File: src/sv/tsc_pkg.sv
// Shared types, codes and reset values for the triggered sample capture block.
package tsc_pkg;

  localparam int unsigned TimeWidthDefault = 32;
  localparam int unsigned CfgAddrWidth     = 4;
  localparam int unsigned CfgDataWidth     = 32;

  localparam logic [15:0] SampleCountReset    = 16'd100;
  localparam logic [15:0] SampleIntervalReset = 16'd10;
  localparam logic [15:0] TrigLevelReset      = 16'd50;

  typedef enum logic [1:0] {
    REG_SAMPLE_COUNT    = 2'd0,
    REG_SAMPLE_INTERVAL = 2'd1,
    REG_TRIG_LEVEL      = 2'd2
  } reg_idx_t;

  typedef enum logic [2:0] {
    MODE_ARM      = 3'd0,
    MODE_START    = 3'd1,
    MODE_CANCEL   = 3'd2,
    MODE_SETPOINT = 3'd3,
    MODE_SAMPLE   = 3'd4
  } mode_t;

  typedef enum logic [1:0] {
    PH_IDLE  = 2'd0,
    PH_ARMED = 2'd1,
    PH_CAPT  = 2'd2
  } phase_t;

  typedef enum logic [1:0] {
    ST_OK        = 2'd0,
    ST_BAD_CFG   = 2'd1,
    ST_NO_CANCEL = 2'd2
  } status_t;

  typedef struct packed {
    logic [15:0] sample_count;
    logic [15:0] sample_interval;
    logic [15:0] trig_level;
  } cfg_t;

  typedef struct packed {
    phase_t             phase;
    logic signed [15:0] baseline;
    logic [15:0]        samples_taken;
  } ctl_state_t;

  typedef struct packed {
    status_t     status;
    phase_t      capture_state;
    logic        recorded;
    logic [15:0] sample_index;
    logic        began;
    logic        ended;
  } result_t;

endpackage

File: src/sv/tsc_regs.sv
// APB-style configuration register file for the triggered sample capture block.
module tsc_regs (
  input  logic                                clk,
  input  logic                                rst_n,
  input  logic                                psel,
  input  logic                                penable,
  input  logic                                pwrite,
  input  logic [tsc_pkg::CfgAddrWidth-1:0]    paddr,
  input  logic [tsc_pkg::CfgDataWidth-1:0]    pwdata,
  output logic [tsc_pkg::CfgDataWidth-1:0]    prdata,
  output logic                                pready,
  output tsc_pkg::cfg_t                       cfg
);

  tsc_pkg::cfg_t     cfg_r;
  tsc_pkg::cfg_t     cfg_nxt;
  tsc_pkg::reg_idx_t idx;
  logic              wr_en;

  assign pready = 1'b1;
  assign wr_en  = psel & penable & pwrite & pready;
  assign idx    = tsc_pkg::reg_idx_t'(paddr[3:2]);

  always_comb begin
    cfg_nxt = cfg_r;
    if (wr_en) begin
      unique case (idx)
        tsc_pkg::REG_SAMPLE_COUNT:    cfg_nxt.sample_count    = pwdata[15:0];
        tsc_pkg::REG_SAMPLE_INTERVAL: cfg_nxt.sample_interval = pwdata[15:0];
        tsc_pkg::REG_TRIG_LEVEL:      cfg_nxt.trig_level      = pwdata[15:0];
        default: ;
      endcase
    end
  end

  always_comb begin
    unique case (idx)
      tsc_pkg::REG_SAMPLE_COUNT:    prdata = {16'd0, cfg_r.sample_count};
      tsc_pkg::REG_SAMPLE_INTERVAL: prdata = {16'd0, cfg_r.sample_interval};
      tsc_pkg::REG_TRIG_LEVEL:      prdata = {16'd0, cfg_r.trig_level};
      default:                      prdata = '0;
    endcase
  end

  always_ff @(posedge clk) begin
    if (!rst_n) begin
      cfg_r.sample_count    <= tsc_pkg::SampleCountReset;
      cfg_r.sample_interval <= tsc_pkg::SampleIntervalReset;
      cfg_r.trig_level      <= tsc_pkg::TrigLevelReset;
    end else begin
      cfg_r <= cfg_nxt;
    end
  end

  assign cfg = cfg_r;

endmodule

File: src/sv/tsc_step.sv
// Per-beat event decode: next capture state and result fields for one item.
module tsc_step #(
  parameter int unsigned TIME_WIDTH = tsc_pkg::TimeWidthDefault
) (
  input  logic [2:0]            mode,
  input  logic signed [15:0]    baseline_setpoint,
  input  logic signed [15:0]    setpoint,
  input  logic [TIME_WIDTH-1:0] time_ms,
  input  tsc_pkg::cfg_t         cfg,
  input  tsc_pkg::ctl_state_t   st,
  input  logic [TIME_WIDTH-1:0] next_due,
  output tsc_pkg::ctl_state_t   st_nxt,
  output logic [TIME_WIDTH-1:0] next_due_nxt,
  output tsc_pkg::result_t      res
);

  logic              cfg_ok;
  logic signed [16:0] diff;
  logic [16:0]       abs_diff;
  logic [15:0]       taken_inc;

  assign cfg_ok    = (cfg.sample_count != 16'd0) && (cfg.sample_interval != 16'd0);
  assign diff      = 17'(setpoint) - 17'(st.baseline);
  assign abs_diff  = diff[16] ? 17'(-diff) : 17'(diff);
  assign taken_inc = st.samples_taken + 16'd1;

  always_comb begin
    st_nxt       = st;
    next_due_nxt = next_due;
    res          = '0;
    res.status   = tsc_pkg::ST_OK;
    unique case (tsc_pkg::mode_t'(mode))
      tsc_pkg::MODE_ARM: begin
        if (!cfg_ok) begin
          res.status = tsc_pkg::ST_BAD_CFG;
        end else begin
          st_nxt.baseline      = baseline_setpoint;
          st_nxt.samples_taken = '0;
          st_nxt.phase         = tsc_pkg::PH_ARMED;
          next_due_nxt         = '0;
        end
      end
      tsc_pkg::MODE_START: begin
        if (!cfg_ok) begin
          res.status = tsc_pkg::ST_BAD_CFG;
        end else begin
          st_nxt.phase         = tsc_pkg::PH_CAPT;
          st_nxt.samples_taken = '0;
          next_due_nxt         = time_ms;
          res.began            = 1'b1;
        end
      end
      tsc_pkg::MODE_CANCEL: begin
        if (st.phase == tsc_pkg::PH_IDLE) begin
          res.status = tsc_pkg::ST_NO_CANCEL;
        end else begin
          st_nxt.phase         = tsc_pkg::PH_IDLE;
          st_nxt.samples_taken = '0;
        end
      end
      tsc_pkg::MODE_SETPOINT: begin
        if (st.phase == tsc_pkg::PH_ARMED && abs_diff >= {1'b0, cfg.trig_level}) begin
          st_nxt.phase         = tsc_pkg::PH_CAPT;
          st_nxt.samples_taken = '0;
          next_due_nxt         = time_ms;
          res.began            = 1'b1;
        end
      end
      tsc_pkg::MODE_SAMPLE: begin
        if (st.phase == tsc_pkg::PH_CAPT && time_ms >= next_due) begin
          res.recorded         = 1'b1;
          res.sample_index     = st.samples_taken;
          st_nxt.samples_taken = taken_inc;
          next_due_nxt         = next_due + TIME_WIDTH'(cfg.sample_interval);
          // end on reaching the count, or when the index counter wraps
          if (taken_inc >= cfg.sample_count || taken_inc == 16'd0) begin
            st_nxt.phase         = tsc_pkg::PH_IDLE;
            st_nxt.samples_taken = '0;
            res.ended            = 1'b1;
          end
        end
      end
      default: ;
    endcase
    res.capture_state = st_nxt.phase;
  end

endmodule

File: src/sv/triggered_sample_capture.sv
// Top level of the triggered sample capture controller.
//
// Usage:
//   Input channel (in_*): one event beat per item; in_mode selects arm, start,
//   cancel, setpoint check or sample. Every accepted beat yields exactly one
//   result beat on the output channel (out_*), in order.
//   Configuration port: APB-style, registers sample_count, sample_interval
//   and the trigger threshold at byte addresses 0, 4 and 8; pready is high.
//   Write registers only while no items are in flight.
// Pipeline:
//   An accepted beat is held in the input register, decoded from there and
//   its result is registered in the result register, which drives out_valid.
//   One beat per cycle is sustained while out_stall is low; the state update
//   is computed combinationally from the capture registers in the decode cycle.
// Reset (rst_n low, synchronous): phase idle, baseline, sample counter and
//   due time cleared, registers back to 100, 10 and 50, both channels empty.
// Stall: while out_stall is high a valid result beat holds; the input
//   register still takes one more beat, after which in_stall rises.
module triggered_sample_capture #(
  parameter int unsigned TIME_WIDTH = tsc_pkg::TimeWidthDefault
) (
  input  logic                             clk,
  input  logic                             rst_n,
  // configuration port
  input  logic                             psel,
  input  logic                             penable,
  input  logic                             pwrite,
  input  logic [tsc_pkg::CfgAddrWidth-1:0] paddr,
  input  logic [tsc_pkg::CfgDataWidth-1:0] pwdata,
  output logic [tsc_pkg::CfgDataWidth-1:0] prdata,
  output logic                             pready,
  // input channel
  input  logic                             in_valid,
  output logic                             in_stall,
  input  logic [2:0]                       in_mode,
  input  logic signed [15:0]               in_baseline_setpoint,
  input  logic signed [15:0]               in_setpoint,
  input  logic [TIME_WIDTH-1:0]            in_time_ms,
  // result channel
  output logic                             out_valid,
  input  logic                             out_stall,
  output logic [1:0]                       out_status,
  output logic [1:0]                       out_capture_state,
  output logic                             out_recorded,
  output logic [15:0]                      out_sample_index,
  output logic                             out_began,
  output logic                             out_ended
);

  tsc_pkg::cfg_t cfg;

  tsc_regs u_regs (
    .clk     (clk),
    .rst_n   (rst_n),
    .psel    (psel),
    .penable (penable),
    .pwrite  (pwrite),
    .paddr   (paddr),
    .pwdata  (pwdata),
    .prdata  (prdata),
    .pready  (pready),
    .cfg     (cfg)
  );

  // Input register: holds one beat waiting for decode.
  logic                  in_vld_r;
  logic [2:0]            in_mode_r;
  logic signed [15:0]    in_base_r;
  logic signed [15:0]    in_sp_r;
  logic [TIME_WIDTH-1:0] in_time_r;

  // Capture state.
  tsc_pkg::ctl_state_t   st_r;
  tsc_pkg::ctl_state_t   st_nxt;
  logic [TIME_WIDTH-1:0] due_r;
  logic [TIME_WIDTH-1:0] due_nxt;

  // Result register.
  logic                  out_vld_r;
  tsc_pkg::result_t      res_r;
  tsc_pkg::result_t      res_nxt;

  logic advance;   // decode the held beat into the result register
  logic in_take;

  assign advance  = in_vld_r & (~out_vld_r | ~out_stall);
  // The input register frees up whenever its beat advances.
  assign in_stall = in_vld_r & ~advance;
  assign in_take  = in_valid & ~in_stall;

  tsc_step #(
    .TIME_WIDTH (TIME_WIDTH)
  ) u_step (
    .mode              (in_mode_r),
    .baseline_setpoint (in_base_r),
    .setpoint          (in_sp_r),
    .time_ms           (in_time_r),
    .cfg               (cfg),
    .st                (st_r),
    .next_due          (due_r),
    .st_nxt            (st_nxt),
    .next_due_nxt      (due_nxt),
    .res               (res_nxt)
  );

  // Hold the input payload unless a new beat is taken.
  always_ff @(posedge clk) begin
    if (!rst_n) begin
      in_vld_r <= 1'b0;
    end else if (in_take) begin
      in_vld_r <= 1'b1;
    end else if (advance) begin
      in_vld_r <= 1'b0;
    end
  end

  always_ff @(posedge clk) begin
    if (in_take) begin
      in_mode_r <= in_mode;
      in_base_r <= in_baseline_setpoint;
      in_sp_r   <= in_setpoint;
      in_time_r <= in_time_ms;
    end
  end

  // Advance capture state once per decoded beat.
  always_ff @(posedge clk) begin
    if (!rst_n) begin
      st_r.phase         <= tsc_pkg::PH_IDLE;
      st_r.baseline      <= '0;
      st_r.samples_taken <= '0;
      due_r              <= '0;
    end else if (advance) begin
      st_r  <= st_nxt;
      due_r <= due_nxt;
    end
  end

  // Result register: drop the beat once taken, hold it while stalled.
  always_ff @(posedge clk) begin
    if (!rst_n) begin
      out_vld_r <= 1'b0;
    end else if (advance) begin
      out_vld_r <= 1'b1;
    end else if (~out_stall) begin
      out_vld_r <= 1'b0;
    end
  end

  always_ff @(posedge clk) begin
    if (advance) begin
      res_r <= res_nxt;
    end
  end

  assign out_valid         = out_vld_r;
  assign out_status        = res_r.status;
  assign out_capture_state = res_r.capture_state;
  assign out_recorded      = res_r.recorded;
  assign out_sample_index  = res_r.sample_index;
  assign out_began         = res_r.began;
  assign out_ended         = res_r.ended;

endmodule
File: config.mk
export PLATFORM = sky130hd
export DESIGN_NAME = triggered_sample_capture
export DESIGN_NICKNAME = d
export VERILOG_FILES = /design/src/sv/tsc_pkg.sv /design/src/sv/tsc_regs.sv /design/src/sv/tsc_step.sv /design/src/sv/triggered_sample_capture.sv
export SDC_FILE = /design/constraint.sdc
export NUM_CORES = 1
export LEC_CHECK = 0
export BUFFER_PORTS_ARGS = -buffer_cell sky130_fd_sc_hd__buf_4
export CAP_MARGIN = 25
export CORE_MARGIN = 4
export CORE_UTILIZATION = 40
export DETAILED_ROUTE_END_ITERATION = 8
export GPL_TIMING_DRIVEN = 0
export PLACE_DENSITY = 0.57
export SLEW_MARGIN = 10
export SYNTH_ARGS = -nofsm -noshare
export SYNTH_HDL_FRONTEND = slang
export SYNTH_SLANG_ARGS = --single-unit
File: constraint.sdc
create_clock -name clk -period 7.22 [get_ports clk]
set_input_delay 1.444 -clock clk [delete_from_list [all_inputs] [get_ports clk]]
set_output_delay 1.444 -clock clk [all_outputs]
set_load 0.01 [all_outputs]
==> impl_metrics.ini <==
[synth]
yosys.area.top_type = edfxtp_1
ys_ff_latch = 206
synth_edf_count = 90
syn_inst = 1400
synth.avg_cell_area_um2 = 8.88
synth.distinct_cells = 77
synth_top_cell_area_share_pct = 21.7
synth_area_um2 = 12400
async_flop_share_pct = 0
ys_seq_area_share_pct = 40.4
synth_area_leaders = edfxtp_1 (22%), dfxtp_1 (19%), ha_1 (9.9%)
synth_ff_type = dfxtp_1
ys_warn_count = 0

[drt]
drtIter0Drc = 859
viasPerCell = 5.45
vias = 10800
wirelength_um = 36000
ant_nets = 0
first_pass_iters = 5
drc = 0
wl_per_cell_um = 18.1

[critical_path]
r2r_start = in_sp_r[4]
worstPathRequired_ns = 7.66
critical_path_class = reg2reg
reg2reg_depth = 21
cp_max_fo = 10
crit_arrival_ns = 6.41
critPathSlowestCell = o41ai_1
worstPathCellList = ha_1 -> a21o_1 -> a21oi_1 -> a21oi_2 -> or4_1 -> and2_1 -> or2_0 -> o41ai_1 -> nand2_1 -> xnor2_1 -> ha_1 -> o21ai_0 -> o21ai_0 -> a22o_1 -> a41oi_1 -> o21ai_0 -> a21o_1 -> o21ai_1 -> buf_2 -> nand2_1 -> o21ai_0
cp-start-kind = register
end_kind = register
worst_path_most_repeated_cell = o21ai_0
crit_path_max_incr_delay_ns = 0.62
r2r-end = st_r[0]
reg2reg_slack_ns = 1.25

[timing]
max_freq_mhz = 167
fin_crit_ns = 5.97
fin_ws_ns = 1.25
rsz0062_at_grt = no
worst_pin_slew_ns = 1.17
finalCritPeriodShare_pct = 82.7
timing.setup.tns_ns = 0
hold_violations = 0
fin_skew_ns = 0.00968
relSlewSlack_pct = 21.4
setup_viol = 0
final-max-slew-violation-count = 0
whs_ns = 0.453

[cells_and_area]
fin_nets = 1788
areaGrowthSynthToFinish_pct = 20.1
final_cell_area_um2 = 14900
n_antenna_cell = 0
drive_gt1_share_pct = 15.1
fin_util_pct = 48.8
fillers = 2976

[min_path]
hp-start = st_r[22]
worst_hold_path.endpoint = st_r[22]
min_path_cells = 2
holdCritPathClass = reg2reg

[floorplan]
io_pins = 168
rows = 64
die_y_um = 184
initial_core_util_pct = 40.6
die_area_um2 = 34000
core-area_um2 = 30600
die_x_um = 184

[clock_network]
post_cts_resized = 0
post-cts-setup-buffers = 0
cts.sinks = 206
htree_levels = 1
cts_tree = yes
cts-buffers-inserted = 24
postCtsHoldBufs = 0
clk_pin_slew_worst_paths_ns = 0.06
cts-root-buf = clkbuf_16
clk_latency_ns = 0.53
cts_max_path_buffers = 3

[power]
intPower_mw = 2.26
clkPwrFrac_pct = 43.7
p_per_area_nw_per_um2 = 203
vdd_drop_max_uv = 185
switching_share_pct = 25.3
combPwrFrac_pct = 13.8
seqPwrFrac_pct = 42.5
switching_power_mw = 0.767
p_leak_nw = 5.80

[place]
hpwlAfterDp_um = 27600
gp_congestion = 0.908
dpl_worst_slack_ns = 1.36
place_area_um2 = 14100
portBuffers = 131

[global_routing]
gr-usage-all-layers_pct = 20.5
grt_pass1_wl_um = 56000
overflow = 0
grt_pass1_vias = 10200
grt_max_degree = 34
antenna_found_initial = 0

[job]
cap_viol_max_count = 0

[status]
status = complete, no violations
==> per-stage QoR <==
step	power, mW	instances
finish	3.03	1992
floorplan	1.57	1415
global placement	1.72	1942
detailed placement	1.73	1947
CTS	3.06	1991
global route	3.15	1992
==> state kept, by name (all words and copies together) (netlist names) <==
name and flops:
out_began 1, due_r 32, out_ended 1, in_time_r 32, out_status 2, out_recorded 1, st_r 34, out_capture_state 2
in_mode_r 3, out_valid 1, u_regs.cfg 48, in_vld_r 1, in_sp_r 16, out_sample_index 16, in_base_r 16
==> how the worst max path moves through the flow <==
stage,from,to,slack [ns],cells past startpoint
after floorplan,out_stall,in_base_r[0],2.06,2
after global placement,out_stall,in_time_r[11],0.76,3
after detailed placement,in_sp_r[4],st_r[5],1.36,21
after CTS,in_sp_r[4],st_r[0],1.30,21
after global routing,in_sp_r[4],st_r[5],0.88,21
final,in_sp_r[4],st_r[0],1.25,21
==> critical path: cells and delay by family, from the launching register on <==
kind | cells | cell delay (ns)
AOI/OAI and AO/OA | 12 | 3.13
and+or+nand+nor | 5 | 1.17
adders and majority gates | 2 | 0.66
DFF | 1 | 0.38
buffers and inverters | 1 | 0.35
xor gates and xnor gates | 1 | 0.20
==> synthesized netlist by cell type (26+ instances only) <==
cell      count
dfxtp_1     116
nor3_1       26
nand2_1     231
xnor2_1      38
nor2_1       52
clkbuf_1     47
o21ai_0      75
ha_1         98
a21oi_1     119
nand3_1      35
a211oi_1     29
inv_1       105
edfxtp_1     90
==> routing by layer <==
metal	routed length (um)	global-route usage, %	up-vias
met5	0	0	-
met4	1120	6.21	0
met3	2070	2.62	69
met2	16700	33.7	333
met1	16200	28.3	5087
li1	-	-	5359
==> cell type report <==
type / count / area [um^2] / share of cell area (%)
well taps: 396 / 495 / 3.32
plain buffers: 83 / 414 / 2.77
multi-input cells: 1020 / 6660 / 44.6
flip-flops and latches: 206 / 5020 / 33.7
clock buffers: 36 / 749 / 5.02
clock inverters: 8 / 115 / 0.771
inverters: 106 / 398 / 2.67
repair buffers: 137 / 1070 / 7.17
==> power by group through the flow <==
| stage | Clock [mW] | Sequential, mW | Combinational (mW) |
|---|---|---|---|
| detailed placement | 0 | 1.31 | 0.415 |
| finish | 1.32 | 1.29 | 0.416 |
| CTS | 1.35 | 1.29 | 0.416 |
| global route | 1.40 | 1.29 | 0.466 |
| floorplan | 0 | 1.30 | 0.268 |
| global placement | 0 | 1.31 | 0.403 |
==> logic make-up after synthesis <==
family | after synthesis | share of synthesized area [%]
buf+inv | 189 | 6.53
fa+ha+maj | 100 | 10.2
xor+xnor | 56 | 3.94
flops | 206 | 40.4
other cells | 2 | 0.0604
compound gates | 361 | 19.7
simple gates | 468 | 17.7
mux | 18 | 1.45
==> placed cells by master (no fill, tap or decap), types with 6 or more instances in the layout <==
cell and instances:
buf_4 150, and3_1 11, nor2b_1 10, a21oi_1 119, o21a_1 7, buf_1 8
nor2_1 52, xor2_1 18, dfxtp_1 116, clkbuf_16 27, buf_2 7, nand2b_1 7
o31ai_1 11, nor4_1 18, ha_1 98, a211oi_1 29, nand3_1 35, o211ai_1 23
nand2_1 231, inv_1 105, edfxtp_1 90, or2_2 6, clkbuf_1 52, a221oi_2 16
conb_1 17, a21o_1 20, nand4_1 17, nor3_1 26, xnor2_1 38, o32ai_1 7
and4_1 6, o21ai_0 75, and2_1 20, mux2i_1 18
(Power assumes the default switching activity.)
